## src/sv/ttlc_pkg.sv

```systemverilog
package ttlc_pkg;

  localparam int MAX_TOKEN_LEN = 63;
  localparam int LINE_BITS = 16;
  localparam int OFFSET_BITS = 32;

  localparam int LEN_W = $clog2(MAX_TOKEN_LEN + 1);

  localparam int TOK_KIND_W = 3;
  localparam int TOK_LINE_W = 16;
  localparam int TOK_OFFSET_W = 32;
  localparam int TOK_LEN_W = 6;
  localparam int CHAR_W = 8;

  localparam int FIFO_DEPTH = 4;
  localparam int FIFO_PTR_W = $clog2(FIFO_DEPTH);
  localparam int FIFO_CNT_W = $clog2(FIFO_DEPTH + 1);

  localparam logic [CHAR_W-1:0] CH_NUL = 8'h00;
  localparam logic [CHAR_W-1:0] CH_TAB = 8'h09;
  localparam logic [CHAR_W-1:0] CH_NL = 8'h0A;
  localparam logic [CHAR_W-1:0] CH_SPACE = 8'h20;
  localparam logic [CHAR_W-1:0] CH_UNDER = 8'h5F;

  typedef enum logic [TOK_KIND_W-1:0] {
    TOK_NUMBER = 3'd0,
    TOK_WORD = 3'd1,
    TOK_SYMBOL = 3'd2,
    TOK_NEWLINE = 3'd3,
    TOK_EOI = 3'd4
  } tok_kind_t;

  typedef enum logic [1:0] {
    MODE_NONE = 2'd0,
    MODE_NUM = 2'd1,
    MODE_WORD = 2'd2
  } mode_t;

  typedef struct packed {
    tok_kind_t kind;
    logic [TOK_LINE_W-1:0] line;
    logic [TOK_LINE_W-1:0] column;
    logic [TOK_OFFSET_W-1:0] offset;
    logic [TOK_LEN_W-1:0] length;
    logic [CHAR_W-1:0] ch;
    logic last;
  } tok_t;

  typedef struct packed {
    logic [1:0] count;
    tok_t first;
    tok_t second;
  } lex_out_t;

  function automatic logic is_digit(input logic [CHAR_W-1:0] c);
    return (c >= 8'h30) && (c <= 8'h39);
  endfunction

  function automatic logic is_alpha(input logic [CHAR_W-1:0] c);
    return ((c >= 8'h41) && (c <= 8'h5A)) || ((c >= 8'h61) && (c <= 8'h7A));
  endfunction

endpackage

```

## src/sv/ttlc_char_if.sv

```systemverilog
interface ttlc_char_if;
  logic valid;
  logic ready;
  logic [ttlc_pkg::CHAR_W-1:0] in_char;

  modport source (output valid, output in_char, input ready);
  modport sink (input valid, input in_char, output ready);
endinterface

```

## src/sv/ttlc_tok_if.sv

```systemverilog
interface ttlc_tok_if;
  logic valid;
  logic ready;
  logic [ttlc_pkg::TOK_KIND_W-1:0] tok_kind;
  logic [ttlc_pkg::TOK_LINE_W-1:0] tok_line;
  logic [ttlc_pkg::TOK_LINE_W-1:0] tok_column;
  logic [ttlc_pkg::TOK_OFFSET_W-1:0] tok_offset;
  logic [ttlc_pkg::TOK_LEN_W-1:0] tok_length;
  logic [ttlc_pkg::CHAR_W-1:0] tok_char;
  logic last_of_run;

  modport source (output valid, output tok_kind, output tok_line, output tok_column,
                  output tok_offset, output tok_length, output tok_char,
                  output last_of_run, input ready);
  modport sink (input valid, input tok_kind, input tok_line, input tok_column,
                input tok_offset, input tok_length, input tok_char,
                input last_of_run, output ready);
endinterface

```

## src/sv/ttlc_lexer.sv

```systemverilog
module ttlc_lexer (
  input  logic clk,
  input  logic rst,
  input  logic step,
  input  logic [ttlc_pkg::CHAR_W-1:0] ch,
  output ttlc_pkg::lex_out_t res
);

  localparam logic [ttlc_pkg::LINE_BITS-1:0] LINE_TOP = '1;

  ttlc_pkg::mode_t mode, mode_next;
  logic [ttlc_pkg::LEN_W-1:0] plen, plen_next;
  logic [ttlc_pkg::LINE_BITS-1:0] start_line, start_line_next;
  logic [ttlc_pkg::LINE_BITS-1:0] start_column, start_column_next;
  logic [ttlc_pkg::OFFSET_BITS-1:0] start_offset, start_offset_next;
  logic [ttlc_pkg::LINE_BITS-1:0] cur_line, cur_line_next;
  logic [ttlc_pkg::LINE_BITS-1:0] cur_column, cur_column_next;
  logic [ttlc_pkg::OFFSET_BITS-1:0] cur_offset, cur_offset_next;

  logic digit, alpha, cont, adv, pend_emit, own_emit;
  logic [ttlc_pkg::LEN_W-1:0] len_inc;
  ttlc_pkg::tok_t pend_tok, own_tok;

  always_comb begin
    digit = ttlc_pkg::is_digit(ch);
    alpha = ttlc_pkg::is_alpha(ch);
    cont = ((mode == ttlc_pkg::MODE_NUM) && digit) ||
           ((mode == ttlc_pkg::MODE_WORD) && (alpha || digit || ch == ttlc_pkg::CH_UNDER));
    len_inc = plen + 1'b1;

    mode_next = mode;
    plen_next = plen;
    start_line_next = start_line;
    start_column_next = start_column;
    start_offset_next = start_offset;
    cur_line_next = cur_line;
    cur_column_next = cur_column;
    cur_offset_next = cur_offset;
    adv = 1'b0;
    pend_emit = 1'b0;
    own_emit = 1'b0;

    pend_tok.kind = (mode == ttlc_pkg::MODE_NUM) ? ttlc_pkg::TOK_NUMBER : ttlc_pkg::TOK_WORD;
    pend_tok.line = ttlc_pkg::TOK_LINE_W'(start_line);
    pend_tok.column = ttlc_pkg::TOK_LINE_W'(start_column);
    pend_tok.offset = ttlc_pkg::TOK_OFFSET_W'(start_offset);
    pend_tok.length = ttlc_pkg::TOK_LEN_W'(cont ? len_inc : plen);
    pend_tok.ch = '0;
    pend_tok.last = 1'b0;

    own_tok.kind = ttlc_pkg::TOK_SYMBOL;
    own_tok.line = ttlc_pkg::TOK_LINE_W'(cur_line);
    own_tok.column = ttlc_pkg::TOK_LINE_W'(cur_column);
    own_tok.offset = ttlc_pkg::TOK_OFFSET_W'(cur_offset);
    own_tok.length = ttlc_pkg::TOK_LEN_W'(1);
    own_tok.ch = ch;
    own_tok.last = 1'b0;

    if (cont) begin
      plen_next = len_inc;
      adv = 1'b1;
      if (len_inc >= ttlc_pkg::LEN_W'(ttlc_pkg::MAX_TOKEN_LEN)) begin
        pend_emit = 1'b1;
        mode_next = ttlc_pkg::MODE_NONE;
        plen_next = '0;
      end
    end else begin
      if (mode != ttlc_pkg::MODE_NONE) begin
        pend_emit = 1'b1;
        mode_next = ttlc_pkg::MODE_NONE;
        plen_next = '0;
      end
      priority if ((ch == ttlc_pkg::CH_SPACE) || (ch == ttlc_pkg::CH_TAB)) begin
        adv = 1'b1;
      end else if (ch == ttlc_pkg::CH_NL) begin
        own_emit = 1'b1;
        own_tok.kind = ttlc_pkg::TOK_NEWLINE;
        cur_line_next = (cur_line == LINE_TOP) ? cur_line : cur_line + 1'b1;
        cur_column_next = ttlc_pkg::LINE_BITS'(1);
        cur_offset_next = cur_offset + 1'b1;
      end else if (ch == ttlc_pkg::CH_NUL) begin
        own_emit = 1'b1;
        own_tok.kind = ttlc_pkg::TOK_EOI;
        own_tok.length = '0;
        own_tok.ch = '0;
        cur_line_next = ttlc_pkg::LINE_BITS'(1);
        cur_column_next = ttlc_pkg::LINE_BITS'(1);
        cur_offset_next = '0;
      end else if (digit || alpha) begin
        mode_next = digit ? ttlc_pkg::MODE_NUM : ttlc_pkg::MODE_WORD;
        plen_next = ttlc_pkg::LEN_W'(1);
        start_line_next = cur_line;
        start_column_next = cur_column;
        start_offset_next = cur_offset;
        adv = 1'b1;
        if (ttlc_pkg::MAX_TOKEN_LEN <= 1) begin
          own_emit = 1'b1;
          own_tok.kind = digit ? ttlc_pkg::TOK_NUMBER : ttlc_pkg::TOK_WORD;
          own_tok.ch = '0;
          mode_next = ttlc_pkg::MODE_NONE;
          plen_next = '0;
        end
      end else begin
        own_emit = 1'b1;
        adv = 1'b1;
      end
    end

    if (adv) begin
      cur_column_next = (cur_column == LINE_TOP) ? cur_column : cur_column + 1'b1;
      cur_offset_next = cur_offset + 1'b1;
    end

    res.count = {1'b0, pend_emit} + {1'b0, own_emit};
    res.second = own_tok;
    res.second.last = 1'b1;
    if (pend_emit) begin
      res.first = pend_tok;
      res.first.last = !own_emit;
    end else begin
      res.first = own_tok;
      res.first.last = 1'b1;
    end
  end

  always_ff @(posedge clk) begin
    if (rst) begin
      mode <= ttlc_pkg::MODE_NONE;
      plen <= '0;
      start_line <= ttlc_pkg::LINE_BITS'(1);
      start_column <= ttlc_pkg::LINE_BITS'(1);
      start_offset <= '0;
      cur_line <= ttlc_pkg::LINE_BITS'(1);
      cur_column <= ttlc_pkg::LINE_BITS'(1);
      cur_offset <= '0;
    end else if (step) begin
      mode <= mode_next;
      plen <= plen_next;
      start_line <= start_line_next;
      start_column <= start_column_next;
      start_offset <= start_offset_next;
      cur_line <= cur_line_next;
      cur_column <= cur_column_next;
      cur_offset <= cur_offset_next;
    end
  end

endmodule

```

## src/sv/ttlc_tok_fifo.sv

```systemverilog
module ttlc_tok_fifo (
  input  logic clk,
  input  logic rst,
  input  logic push,
  input  ttlc_pkg::lex_out_t wr,
  output logic room,
  output logic rd_valid,
  input  logic rd_ready,
  output ttlc_pkg::tok_t rd_tok
);

  ttlc_pkg::tok_t mem [ttlc_pkg::FIFO_DEPTH];
  logic [ttlc_pkg::FIFO_PTR_W-1:0] wr_ptr, rd_ptr;
  logic [ttlc_pkg::FIFO_CNT_W-1:0] count;
  logic [1:0] n_push;
  logic pop;

  assign room = count <= ttlc_pkg::FIFO_CNT_W'(ttlc_pkg::FIFO_DEPTH - 2);
  assign rd_valid = count != '0;
  assign rd_tok = mem[rd_ptr];
  assign pop = rd_valid && rd_ready;
  assign n_push = push ? wr.count : 2'd0;

  always_ff @(posedge clk) begin
    if (n_push != 2'd0) begin
      mem[wr_ptr] <= wr.first;
    end
    if (n_push == 2'd2) begin
      mem[ttlc_pkg::FIFO_PTR_W'(wr_ptr + 1'b1)] <= wr.second;
    end
  end

  always_ff @(posedge clk) begin
    if (rst) begin
      wr_ptr <= '0;
      rd_ptr <= '0;
      count <= '0;
    end else begin
      wr_ptr <= ttlc_pkg::FIFO_PTR_W'(wr_ptr + n_push);
      if (pop) begin
        rd_ptr <= rd_ptr + 1'b1;
      end
      count <= count + ttlc_pkg::FIFO_CNT_W'(n_push) - ttlc_pkg::FIFO_CNT_W'(pop);
    end
  end

endmodule

```

## src/sv/text_tokenizer_line_column.sv

```systemverilog
// Streaming tokenizer: one text byte per word on chars, tokens (number, word,
// symbol, newline, end of input) with start line, column, offset and length on
// tokens. A byte is taken every clock as long as the four-entry token queue has
// room for two more tokens; a byte lands in an input register and is lexed from
// there once the queue has room, its tokens going into the queue and from there
// to tokens. A byte yields zero, one or two tokens, and the token port drains
// one per cycle, so input runs at one byte per clock while each byte yields at
// most one token and tokens are taken every cycle; a run of two-token bytes or a
// stalled token port fills the queue and holds input until it drains back to two
// entries. last_of_run marks the final token of each byte. Lines and columns
// start at 1 and saturate; a zero byte closes any pending token, emits end of
// input and rewinds the position.
module text_tokenizer_line_column (
  input  logic clk,
  input  logic rst,
  ttlc_char_if.sink chars,
  ttlc_tok_if.source tokens
);

  logic in_vld;
  logic [ttlc_pkg::CHAR_W-1:0] in_byte;
  logic room, lex_take;
  ttlc_pkg::lex_out_t lx;
  ttlc_pkg::tok_t head;

  assign lex_take = in_vld && room;
  assign chars.ready = !in_vld || room;

  always_ff @(posedge clk) begin
    if (rst) begin
      in_vld <= 1'b0;
    end else if (chars.ready) begin
      in_vld <= chars.valid;
    end
  end

  always_ff @(posedge clk) begin
    if (chars.ready && chars.valid) begin
      in_byte <= chars.in_char;
    end
  end

  ttlc_lexer u_lexer (
    .clk  (clk),
    .rst  (rst),
    .step (lex_take),
    .ch   (in_byte),
    .res  (lx)
  );

  ttlc_tok_fifo u_fifo (
    .clk      (clk),
    .rst      (rst),
    .push     (lex_take),
    .wr       (lx),
    .room     (room),
    .rd_valid (tokens.valid),
    .rd_ready (tokens.ready),
    .rd_tok   (head)
  );

  assign tokens.tok_kind = head.kind;
  assign tokens.tok_line = head.line;
  assign tokens.tok_column = head.column;
  assign tokens.tok_offset = head.offset;
  assign tokens.tok_length = head.length;
  assign tokens.tok_char = head.ch;
  assign tokens.last_of_run = head.last;

  a_accept_loads: assert property (@(posedge clk) disable iff (rst)
    chars.valid && chars.ready |=> in_vld)
    else $error("accepted byte not held in input register");

  a_pair_marks: assert property (@(posedge clk) disable iff (rst)
    lex_take && lx.count == 2'd2 |-> !lx.first.last && lx.second.last)
    else $error("two-token step with wrong last marks");

  a_single_mark: assert property (@(posedge clk) disable iff (rst)
    lex_take && lx.count == 2'd1 |-> lx.first.last)
    else $error("single-token step not marked last");

  a_nul_emits: assert property (@(posedge clk) disable iff (rst)
    lex_take && in_byte == ttlc_pkg::CH_NUL |-> lx.count != 2'd0)
    else $error("zero byte produced no end-of-input token");

endmodule
```

## src/flat_wrapper.sv

```systemverilog
// flat-port wrapper written by rule: the top's interface ports become plain ports
module text_tokenizer_line_column_flat 
  (clk, rst, chars_valid, chars_in_char, chars_ready, tokens_valid, tokens_tok_kind, tokens_tok_line, tokens_tok_column, tokens_tok_offset, tokens_tok_length, tokens_tok_char, tokens_last_of_run, tokens_ready);
  ttlc_char_if chars_i ();
  ttlc_tok_if tokens_i ();
  input  logic clk;
  input  logic rst;
  input wire logic [$bits(chars_i.valid)-1:0] chars_valid;
  input wire logic [$bits(chars_i.in_char)-1:0] chars_in_char;
  output wire logic [$bits(chars_i.ready)-1:0] chars_ready;
  output wire logic [$bits(tokens_i.valid)-1:0] tokens_valid;
  output wire logic [$bits(tokens_i.tok_kind)-1:0] tokens_tok_kind;
  output wire logic [$bits(tokens_i.tok_line)-1:0] tokens_tok_line;
  output wire logic [$bits(tokens_i.tok_column)-1:0] tokens_tok_column;
  output wire logic [$bits(tokens_i.tok_offset)-1:0] tokens_tok_offset;
  output wire logic [$bits(tokens_i.tok_length)-1:0] tokens_tok_length;
  output wire logic [$bits(tokens_i.tok_char)-1:0] tokens_tok_char;
  output wire logic [$bits(tokens_i.last_of_run)-1:0] tokens_last_of_run;
  input wire logic [$bits(tokens_i.ready)-1:0] tokens_ready;
  assign chars_i.valid = chars_valid;
  assign chars_i.in_char = chars_in_char;
  assign chars_ready = chars_i.ready;
  assign tokens_valid = tokens_i.valid;
  assign tokens_tok_kind = tokens_i.tok_kind;
  assign tokens_tok_line = tokens_i.tok_line;
  assign tokens_tok_column = tokens_i.tok_column;
  assign tokens_tok_offset = tokens_i.tok_offset;
  assign tokens_tok_length = tokens_i.tok_length;
  assign tokens_tok_char = tokens_i.tok_char;
  assign tokens_last_of_run = tokens_i.last_of_run;
  assign tokens_i.ready = tokens_ready;
  text_tokenizer_line_column u_core (.clk(clk), .rst(rst), .chars(chars_i), .tokens(tokens_i));
endmodule
```

## config.mk

```make
export PLATFORM = sky130hd
export DESIGN_NAME = text_tokenizer_line_column_flat
export DESIGN_NICKNAME = d
export VERILOG_FILES = /design/src/sv/ttlc_pkg.sv /design/src/sv/ttlc_char_if.sv /design/src/sv/ttlc_tok_if.sv /design/src/sv/ttlc_lexer.sv /design/src/sv/ttlc_tok_fifo.sv /design/src/sv/text_tokenizer_line_column.sv /design/src/flat_wrapper.sv
export SDC_FILE = /design/constraint.sdc
export NUM_CORES = 1
export LEC_CHECK = 0
export ABC_AREA = 1
export BUFFER_PORTS_ARGS = -buffer_cell sky130_fd_sc_hd__buf_2
export CAP_MARGIN = 20
export CORE_MARGIN = 2
export CORE_UTILIZATION = 54
export DETAILED_ROUTE_END_ITERATION = 8
export PLACE_DENSITY_LB_ADDON = 0.05
export SYNTH_ARGS = -nofsm -noshare
export SYNTH_HDL_FRONTEND = slang
export SYNTH_SLANG_ARGS = --single-unit
```

## constraint.sdc

```tcl
create_clock -name clk -period 7.81 [get_ports clk]
set_clock_uncertainty 0.1 [all_clocks]
set_input_delay 0.781 -clock clk [delete_from_list [all_inputs] [get_ports clk]]
set_output_delay 0.781 -clock clk [all_outputs]
set_load 0.02 [all_outputs]
```

# ---- After elaboration in Yosys (flattened, before gate mapping)
# Memories as Yosys holds them, arrays and structs flattened. A register that Yosys moved wholly into a read port is not among the register bits.
# Cells that the tools add are included.
# W data, S select, Z words.
dict set report totals {
  wordCells 135
  in_bits 12
  n_memories 1
  ff_bits 152
  output_inout_bits 84
  mem_bits_rw 328
}
# memory depth width rd rd_clocked_by_memory_dff wr line
set mem_list {}
lappend mem_list {u_core.u_fifo.mem 4 82 1 1 2 ttlc_tok_fifo.sv:12} ;# ttlc_pkg::tok_t mem [ttlc_pkg::FIFO_DEPTH];
dict set report classes {
  n_reduce_logical 27
  muxes 58
  n_bitwise 4
  n_eq_ne 14
  n_lt_le_gt_ge 8
  n_addsub 10
}
# operator n
set op_table {}
lappend op_table {{$mux W32} 5}
lappend op_table {{$mux W16} 8}
lappend op_table {{$mux W82} 1}
lappend op_table {{$mux W6} 8}
lappend op_table {{$mux W9} 4}
lappend op_table {{$add A16 B1 Y16 const B} 2}
lappend op_table {{$add A32 B1 Y32 const B} 1}
lappend op_table {{$eq A16 B16 Y1 const B} 2}
lappend op_table {{$mux W2} 11}
lappend op_table {{$mux W1} 17}
lappend op_table {{$eq A8 B4 Y1 const B} 2}
lappend op_table {{$ge A8 B7 Y1 const B} 2}
lappend op_table {{$le A8 B7 Y1 const B} 2}
lappend op_table {{$mux W3} 4}
lappend op_table {{$reduce_and A5 Y1} 2}
lappend op_table {{$eq A8 B6 Y1 const B} 1}
lappend op_table {{$eq A8 B7 Y1 const B} 1}
lappend op_table {{$ge A8 B6 Y1 const B} 1}
lappend op_table {{$le A8 B6 Y1 const B} 1}
lappend op_table {{$logic_and A1 B1 Y1} 8}
lappend op_table {{$logic_not A8 Y1} 1}
lappend op_table {{$add A6 B1 Y6 const B} 1}
lappend op_table {{$ge A6 B6 Y1 const B} 1}
lappend op_table {{$logic_or A1 B1 Y1} 6}
lappend op_table {{other kinds (17)} 29}

# ---- Logic depth before layout (Yosys ltp)
# Gate-level depths: netlist of the first run.
dict set report depth {
  depth_word 14
  ltp_mapped 24
  depth_no_buf 23
}

# ---- Modules after synthesis
# A second synthesis of the first run with hierarchy kept.
dict set report hier_totals {
  hier_cells 2832
  hier_area_um2 24519.8
}
# mod seq_area_each_um2 area_per_inst_um2 instances cells_per_inst
set modules_own_cells {}
lappend modules_own_cells {ttlc_tok_fifo 10029.6 16814.9 1 1682}
lappend modules_own_cells {ttlc_lexer 2722.6 7409.6 1 1134}
lappend modules_own_cells {text_tokenizer_line_column 260.2 295.3 1 16}

# ---- Worst setup path before layout of the first run
# OpenSTA, ideal clock, no wires.
dict set report synth_timing {
  kind {register to register}
  startpoint {reg u_core.in_byte[6] in the netlist's numbering}
  endpoint {mem u_core.u_fifo.mem[1][1] in the netlist's numbering, data pin}
  required_ps 7437
  setup_ps 273
  setup_slack_ps 2725
  arrival_time_ps 4712
  stages_incl_launch_ff 19
  period_less_slack_ps 5085
  path_cell_list {edfxtp_1 nor2_2 nand3_1 nor2_1 nand3_1 nand2_4 buf_2 nor2_1 nand2_1 inv_1 ha_1 inv_2 nor2_2 nor2_2 nor3_4 nor2_1 clkinv_1 o21ai_2 nor2_1}
}
# element line
set synth_rtl {}
lappend synth_rtl {{start: declaration} text_tokenizer_line_column.sv:21} ;# logic [ttlc_pkg::CHAR_W-1:0] in_byte;
lappend synth_rtl {{start signal: assignment} text_tokenizer_line_column.sv:39} ;# in_byte <= chars.in_char;
lappend synth_rtl {{end: declaration} ttlc_tok_fifo.sv:12}

==> results of run 1 <==
==> final cells by class <==
class / instances / share of cell area [%]
sequential: 482 / 47.6
multi-input combinational: 2092 / 37.8
timing repair buffer: 119 / 2.49
clock inverter: 25 / 1.23
clock buffer: 71 / 5.27
tap: 600 / 2.80
inverter: 197 / 2.79
==> per-layer routing <==
metal,vias to the layer above,routed length (um),track usage (%)
met3,122,4660,4.09
li1,9842,-,-
met1,9798,29400,38.5
met5,-,0,0
met2,752,32900,49.6
met4,0,1740,8.66
==> sequential cells by signal, indices dropped and copies added, names as in the netlist, 8 cells and up, named ones only <==
register	cells
u_core.in_byte	8
u_core.u_fifo.mem	328
u_core.u_lexer.cur_column	16
u_core.u_lexer.cur_line	16
u_core.u_lexer.cur_offset	32
u_core.u_lexer.start_column	16
u_core.u_lexer.start_line	16
u_core.u_lexer.start_offset	32
==> cell families (layout without fill, tap and decap cells) <==
family | count (synthesis) | count (layout)
buffers and inverters | 409 | 412
AO/OA/AOI/OAI | 465 | 465
AND/OR/NAND/NOR | 1583 | 1583
XOR/XNOR | 33 | 33
flip-flops | 482 | 482
adder cells (fa/ha/maj) | 11 | 11
==> cells in the final DEF, fill, tap and decap left out, types with 3 or more instances in the layout <==
cell,netlist,layout
edfxtp_1,312,312
inv_2,16,17
nor2_1,313,313
nor3_2,7,6
nand2_4,69,69
o21ai_0,220,220
nand3_2,5,5
buf_2,34,95
clkbuf_16,0,53
nand3_1,293,293
dfxtp_1,170,168
inv_1,178,174
nand2_2,31,30
clkbuf_1,121,16
bufinv_16,0,8
nand2_1,800,800
clkinv_1,3,5
o22ai_1,83,83
buf_4,16,23
ha_1,10,10
a21oi_4,3,3
a21oi_1,101,101
nand4_1,19,19
nor3_1,25,25
xnor2_1,3,3
clkinv_2,0,14
o21ai_1,37,37
nor4_1,7,7
o211ai_1,3,3
nor2_2,7,7
xor2_1,29,29
a21boi_1,6,6
nor3_4,2,3
==> where the power goes <==
part | switching (mW) | total [mW] | internal [mW] | leakage [nW]
clock | 1.04 | 2.57 | 1.53 | 0.851
combinational | 1.12 | 1.53 | 0.403 | 5.73
sequential | 0.0733 | 2.91 | 2.83 | 4.69
total | 2.23 | 7.00 | 4.77 | 11.3
==> per-stage QoR <==
step | std cells | hold slack, ns
3_3_place_gp | 3490 | 0.338
2_1_floorplan | 2983 | 0.321
4_1_cts | 3586 | 0.235
3_5_place_dp | 3490 | 0.342
5_1_grt | 3586 | 0.236
6_report | 3586 | 0.264
==> final timing paths <==
check / from / to / slack [ns]
max: u_core.in_byte[6] / u_core.u_fifo.mem[3][51] / 3.02
max reg2reg: u_core.in_byte[6] / u_core.u_fifo.mem[3][51] / 3.02
min reg2reg: u_core.u_lexer.start_offset[9] / u_core.u_lexer.start_offset[9] / 0.35
min: chars_in_char[6] / u_core.in_byte[6] / 0.26
==> results.cfg, run 1 <==
[die]
start_util_pct = 54.5
io_pins = 96
die_w_um = 218
die_h_um = 218
dieArea_mm2 = 0.0474
coreArea_mm2 = 0.0453
row_count = 78

[timing]
fin_ws_ns = 3.02
slew-limit-headroom_pct = 17.8
rsz0062_at_grt = false
setup_viol = 0
min_period_ns = 4.79
max_clock_freq_ghz = 0.209
min_period_over_period_pct = 61.3
hold_viol = 0
worstMarginPinSlew_ns = 1.23
fin_setup_tns_ns = 0
drv_slew = 0

[synth]
synth_area_mm2 = 0.0247
synth_top_area_share_pct = 38.0
synth_top_family_by_area = simple AND/OR/NAND/NOR gates
synthTopCellsByArea = edfxtp_1 38%, dfxtp_1 14%, nand2_1 12%
synthMostInstantiatedCell = nand2_1
ys_types = 51
synthSimpleGateAreaFrac_pct = 29.1
synthArstFlopShare_pct = 0
synth.avg_cell_area_um2 = 8.27
synth_compound_area_share_pct = 10.2
synth-edff-count = 312
synth-main-ff-cell = edfxtp_1
synthMuxAreaShare_pct = 0
yosysSeqAreaShare_pct = 51.8
synthesis.nets = 3006
yosysWarnings = 0
ys_top_cells_by_count = 800 x nand2_1, 313 x nor2_1, 312 x edfxtp_1
synth-seq-cells = 482
synthXorXnorAreaFrac_pct = 1.20
netlist_instances = 2983
synth_top_area_cell = edfxtp_1
synth_adder_area_share_pct = 0.588

[worst_setup_path]
max_stage_delay_ns = 0.57
path_depth = 18
cp_max_fo = 56
worst_setup_path_start_kind = flip-flop
crit_chain = nor2_2 > nand3_1 > nor2_1 > nand3_1 > nand2_4 > nor2_1 > nand2_1 > inv_1 > ha_1 > inv_2 > nor2_2 > nor2_2 > inv_2 > nand3_2 > inv_2 > nor2_1 > clkinv_2 > buf_4
critPathTopFamily = simple AND/OR/NAND/NOR gates
cp_num_buf_inv = 6
critPathRequiredTime_ns = 7.91
end_kind = flip-flop
worstRegToRegCells = 18
path_class = reg2reg
crit_arrival_ns = 4.88
critPathSlowestCell = buf_4

[layout]
drive_gt1_share_pct = 11.8
fin_util_pct = 59.3
final_area_mm2 = 0.0268
final-seq-area_mm2 = 0.0128
n_antenna_cell = 0
area_delta_synth_final_pct = 8.79
finalNetCount = 2967
multi_input_area_mm2 = 0.0102
fillCellCount = 4061

[cts]
clock-sinks = 482
cts_tree = built
post_cts_resized = 0
insertion_delay_ns = 0.60
cts_buffers = 52
cts_hold_buf = 0
htreeDepth = 2
cts_root_buffer = clkbuf_16
postCtsSetupBuffers = 0
clk_pin_slew_ns = 0.06
clockBufferDepth = 3

[place]
post-dp-hpwl_um = 37500
place.gp.congestion = 0.830
io_buffers = 95
dp_slack_ns = 3.07
placed_area_mm2 = 0.0251

[global_route]
grt_overflow = 0
grt_use_total_pct = 29.0
grt_pass1_vias = 19700
antenna_found_initial = 0
grt_max_degree = 92
grt_pass1_wl_um = 108000

[routing]
route.vias.total = 20500
route.detailed.drc = 0
wl_per_cell_um = 19.2
viasPerCell = 5.72
finalWirelength_um = 68700
drtIter0Drc = 1909
antenna_left = 0
firstDrtPassIters = 6

[power]
power.density_mw_per_mm2 = 261
total_power_mw = 7.00
p_leak_nw = 11.3
vdd_drop_max_mv = 0.207

[flow_run]
max_cap_violations = 0

[worst_hold_path]
holdPathStages = 1
min_path_type = in2reg

[run_status]
outcome = finished, final reports clean
Note: power is estimated with default switching activity, not from simulation.
==> run 2: changes to the inputs <==
- ABC_AREA: 1 -> 0
- clock period: 7.81 -> 4.11 ns (I/O delays scaled with it)
==> results.cfg, run 2 <==
[synth]
ys_types = 69
yosysWarnings = 0
synth_top_area_share_pct = 42.9
ys_top_cells_by_count = 312 x edfxtp_1, 263 x a22o_1, 179 x nand2_1
synth-seq-cells = 482
synthesis.nets = 1764
synth.avg_cell_area_um2 = 12.6
synth_area_mm2 = 0.0219
netlist_instances = 1741
synthArstFlopShare_pct = 0
synth_top_area_cell = edfxtp_1
synthMostInstantiatedCell = edfxtp_1
synth-edff-count = 312
synth-main-ff-cell = edfxtp_1
synthTopCellsByArea = edfxtp_1 43%, dfxtp_1 16%, a22o_1 11%
yosysSeqAreaShare_pct = 58.4

[cts]
clock-sinks = 482
clockBufferDepth = 3
insertion_delay_ns = 0.58
clk_pin_slew_ns = 0.06
postCtsSetupBuffers = 0
htreeDepth = 2
cts_root_buffer = clkbuf_16
cts_buffers = 51
cts_tree = built

[flow_run]
max_cap_violations = 0

[run_status]
outcome = finished, final reports clean

[worst_setup_path]
r2r_setup_slack_ns = 0.34
crit_chain = o21ai_0 > a221o_1 > nand2_1 > a311oi_4 > nor2_2 > ha_4 > nor2_4 > nor4b_1 > nand2_1 > o211ai_4 > buf_12 > a22o_1
worst_setup_path_start_kind = flip-flop
cp_max_fo = 38
max_stage_delay_ns = 0.54
critPathRequiredTime_ns = 4.45
reg2reg_from = u_core.in_byte[2]
crit_arrival_ns = 4.12
worstRegToRegCells = 12
critPathSlowestCell = nor4b_1
end_kind = flip-flop
r2r_end = u_core.u_fifo.mem[1][30]
path_class = reg2reg
startpoint = u_core.in_byte[2]
path_common_cell = nand2_1

[routing]
wl_met2_um = 26700
viasPerCell = 6.22
routed.top_layer = met4
antenna_left = 0
route.detailed.drc = 0
wl_met3_um = 3740
drtIter0Drc = 1056
finalWirelength_um = 54700
wl_met1_um = 23100
wl_per_cell_um = 23.5
firstDrtPassIters = 6
route.vias.total = 14500

[place]
placed_area_mm2 = 0.0229
io_buffers = 95
place.gp.congestion = 0.849
dp.cells = 2229
post-dp-hpwl_um = 30400

[global_route]
grt_overflow = 0
grt_use_total_pct = 26.5
grt_pass1_vias = 14500
grt_max_degree = 72
antenna_found_initial = 0
grt_pass1_wl_um = 84500

[timing]
min_period_ns = 3.77
hold_viol = 0
slew-limit-headroom_pct = 43.8
worstMarginPinSlew_ns = 0.841
drv_slew = 0
rsz0062_at_grt = false
whs_ns = 0.252
min_period_over_period_pct = 91.8
max_clock_freq_ghz = 0.265
setup_viol = 0

[layout]
largest_reg_flops = 328
top_regs = u_core.u_fifo.mem (328), u_core.u_lexer.cur_offset (32), u_core.u_lexer.start_offset (32)
n_antenna_cell = 0
final_common_cell = edfxtp_1
finalNonFillerCells = 2332
fillCellCount = 3166
layout_common_cells = 312 x edfxtp_1, 263 x a22o_1, 179 x nand2_1
area_delta_synth_final_pct = 12.9
regMostFlops = u_core.u_fifo.mem
drive_gt1_share_pct = 19.4
finalNetCount = 1789
final_area_mm2 = 0.0247

[die]
die_w_um = 205
row_count = 73
coreArea_mm2 = 0.0398
dieArea_mm2 = 0.0421
io_pins = 96
start_util_pct = 54.9
die_h_um = 205

[power]
vdd_drop_max_mv = 0.416
p_leak_nw = 7.95
power.density_mw_per_mm2 = 498

[worst_hold_path]
min_path_type = in2reg
holdPathStages = 2
hp-start = rst
run 2: changes by cell type after synthesis, sizes merged, moves of 82 or more:
cell / delta
a22o: +263
inv: -171
mux4: +82
nand2: -721
nand3: -262
nor2: -221
o21ai: -226
run 2: kinds of logic after synthesis:
group | share of synthesized area (%)
flops | 58.4
simple gates | 10.3
compound gates | 15.2
buf+inv | 4.18
mux | 8.65
xor+xnor | 2.61
fa+ha+maj | 0.664
run 2: worst max-delay path by stage:
stage / endpoint / slack (ns)
6_report: u_core.u_fifo.mem[1][30] / 0.34
5_1_grt: u_core.u_fifo.count[2] / 0.05
4_1_cts: u_core.u_fifo.mem[2][43] / 0.31
3_5_place_dp: u_core.u_fifo.mem[2][43] / 0.34
3_3_place_gp: u_core.u_fifo.count[2] / 0.42
2_1_floorplan: u_core.u_fifo.mem[0][15] / -0.06
run 2: final cells by class:
| class | count | area (um^2) | area share [%] |
|---|---|---|---|
| clock buffer | 71 | 1440 | 5.84 |
| clock inverter | 23 | 193 | 0.781 |
| inverter | 23 | 101 | 0.411 |
| multi-input combinational | 1055 | 8300 | 33.6 |
| sequential | 482 | 12800 | 51.8 |
| tap | 525 | 657 | 2.66 |
| timing repair buffer | 153 | 1200 | 4.87 |
run 2: where the power goes:
part,internal (mW),total (mW),switching [mW]
registers,5.32,5.46,0.133
logic,0.938,2.34,1.40
clock network,2.63,4.49,1.86
total,8.89,12.3,3.40
run 2: timing repair:
item | CTS | global route
endpoints found under the hold margin | 9 | 0
hold buffers | 9 | 0
endpoints found under the setup margin | 0 | 3
resized for setup | 0 | 1
run 2: critical path, delay by kind of cell (launching register included):
kind,cells,cell delay [ns]
flops,1,0.50
simple gates,5,1.03
fa+ha+maj,1,0.34
buf+inv,1,0.31
compound gates,5,1.34
run 2: stage by stage:
| stage | setup WS (ns) | TNS, ns | util [%] | total power [mW] |
|---|---|---|---|---|
| floorplan | -0.0614 | -12.52 | - | 7.12 |
| global placement | 0.424 | 0 | 57.6 | 7.91 |
| detailed placement | 0.342 | 0 | 57.6 | 7.92 |
| CTS | 0.306 | 0 | 61.9 | 12.4 |
| global route | 0.0508 | 0 | 61.9 | 12.7 |
| finish | 0.337 | 0 | 61.9 | 12.3 |
run 2: metal layers:
metal | GRT usage, % | up-vias
li1 | - | 6640
met1 | 36.6 | 7241
met2 | 44.0 | 531
met3 | 3.90 | 89
met4 | 7.53 | 0
met5 | 0 | -
==> run 3: changes to the inputs <==
- CORE_MARGIN: 2 -> 8
==> results.cfg, run 3 (synthesized netlist as in run 2, its figures left out) <==
[run_status]
outcome = finished, final reports clean

[cts]
insertion_delay_ns = 0.58
cts_root_buffer = clkbuf_16
cts_tree = built
clock-sinks = 482
post_cts_resized = 0
clockBufferDepth = 3
cts_buffers = 49
clk_pin_slew_ns = 0.06
postCtsSetupBuffers = 0
htreeDepth = 2
cts_hold_buf = 9

[worst_setup_path]
max_stage_delay_ns = 0.48
path_common_cell = inv_1
critPathTopFamily = adder cells
worst_setup_path_start_kind = flip-flop
crit_arrival_ns = 4.10
critPathRequiredTime_ns = 4.45
cp_num_buf_inv = 3
crit_chain = o21ai_0 > a221o_1 > nand2_1 > a311oi_4 > nor2_2 > ha_4 > and3_1 > inv_1 > ha_1 > inv_1 > ha_1 > inv_1 > fa_1 > xnor2_1 > xnor2_1 > nor2_1
critPathSlowestCell = edfxtp_1
end_kind = flip-flop
cp_max_fo = 9
path_class = reg2reg

[power]
intPower_mw = 8.82
power.net_switching_mw = 3.38
clkPwrFrac_pct = 35.9
seq_power_share_pct = 45.3
total_power_mw = 12.2
sw_frac_of_total_pct = 27.7
comb_power_share_pct = 18.7
vdd_drop_max_mv = 0.326
power.density_mw_per_mm2 = 495
p_leak_nw = 7.93

[global_route]
antenna_found_initial = 0
grt_use_total_pct = 23.2
grt_pass1_vias = 14400
grt_overflow = 0
grt_pass1_wl_um = 85500
grt_max_degree = 67

[routing]
wl_per_cell_um = 23.8
viasPerCell = 6.26
route.detailed.drc = 0
drtIter0Drc = 1384
firstDrtPassIters = 5
finalWirelength_um = 55400
route.vias.total = 14600
antenna_left = 0

[die]
dieArea_mm2 = 0.0472
die_w_um = 217
row_count = 73
die_h_um = 217
coreArea_mm2 = 0.0398
start_util_pct = 54.9
io_pins = 96

[layout]
n_antenna_cell = 0
multi_input_area_mm2 = 0.00830
layout_common_cells = 312 x edfxtp_1, 263 x a22o_1, 179 x nand2_1
fillCellCount = 3187
final_common_cell = edfxtp_1
regMostFlops = u_core.u_fifo.mem
final-seq-area_mm2 = 0.0128
finalNetCount = 1788
top_regs = u_core.u_fifo.mem (328), u_core.u_lexer.cur_offset (32), u_core.u_lexer.start_offset (32)
fin_util_pct = 61.9
drive_gt1_share_pct = 18.9
largest_reg_flops = 328
area_delta_synth_final_pct = 12.9

[flow_run]
max_cap_violations = 0

[timing]
min_period_over_period_pct = 91.5
hold_viol = 0
setup_viol = 0
rsz0062_at_grt = false
max_clock_freq_ghz = 0.266
worstMarginPinSlew_ns = 0.849
drv_slew = 0
fin_ws_ns = 0.348
min_period_ns = 3.76
slew-limit-headroom_pct = 43.4
fin_setup_tns_ns = 0

[place]
io_buffers = 95
dp_slack_ns = 0.332
post-dp-hpwl_um = 31200
place.gp.congestion = 0.834

[worst_hold_path]
min_path_type = in2reg
-- run 3: cell count changes in the layout (fill, tap and decap cells not counted), sizes merged --
cell	delta
inv	-2
clkinvlp	-1
clkbuf	+3
clkinv	-2
-- run 3: per-layer routing --
metal / global-route usage (%) / share of wire [%]
met1: 31.4 / 42
met2: 38.2 / 48
met3: 4.20 / 7.1
met4: 6.27 / 2.0
met5: 0 / 0
-- run 3: final cells by class --
class                           instances  area share [%]
Inverter                               23           0.411
Timing Repair Buffer                  154            5.09
Clock inverter                         18           0.695
Clock buffer                           73            5.71
Tap cell                              525            2.66
Multi-Input combinational cell       1055            33.6
Sequential cell                       482            51.8
-- run 3: worst reg2reg max path, cell delays in order (launching register included) --
cell,delay (ns)
edfxtp_1,0.48
o21ai_0,0.34
a221o_1,0.28
nand2_1,0.15
a311oi_4,0.36
nor2_2,0.09
ha_4,0.34
and3_1,0.19
inv_1,0.05
ha_1,0.26
inv_1,0.06
ha_1,0.13
inv_1,0.05
fa_1,0.39
xnor2_1,0.18
xnor2_1,0.14
nor2_1,0.05
-- run 3: per-stage QoR --
step           cell area (um^2)  std cells  hold slack (ns)
2_1_floorplan             22000       1741            0.320
3_3_place_gp              23000       2229            0.331
3_5_place_dp              23000       2229            0.345
4_1_cts                   24700       2329            0.171
5_1_grt                   24700       2330            0.217
6_report                  24700       2330            0.203
-- run 3: path summary, 6_finish.rpt --
| check | startpoint | end | slack, ns | cells past startpoint |
|---|---|---|---|---|
| min | rst | flip-flop | 0.20 | 2 |
| max | u_core.in_byte[2] | u_core.u_fifo.count[2] | 0.35 | 16 |
| max reg2reg | u_core.in_byte[2] | u_core.u_fifo.count[2] | 0.35 | 16 |
| min reg2reg | u_core.u_fifo.mem[3][11] | u_core.u_fifo.mem[3][11] | 0.35 | 2 |
-- run 3: power groups by stage --
| stage | logic [mW] | clock network [mW] | registers, mW |
|---|---|---|---|
| floorplan | 1.64 | 0 | 5.47 |
| global placement | 2.31 | 0 | 5.63 |
| detailed placement | 2.31 | 0 | 5.64 |
| CTS | 2.32 | 4.47 | 5.54 |
| global route | 2.43 | 4.64 | 5.56 |
| finish | 2.29 | 4.38 | 5.53 |
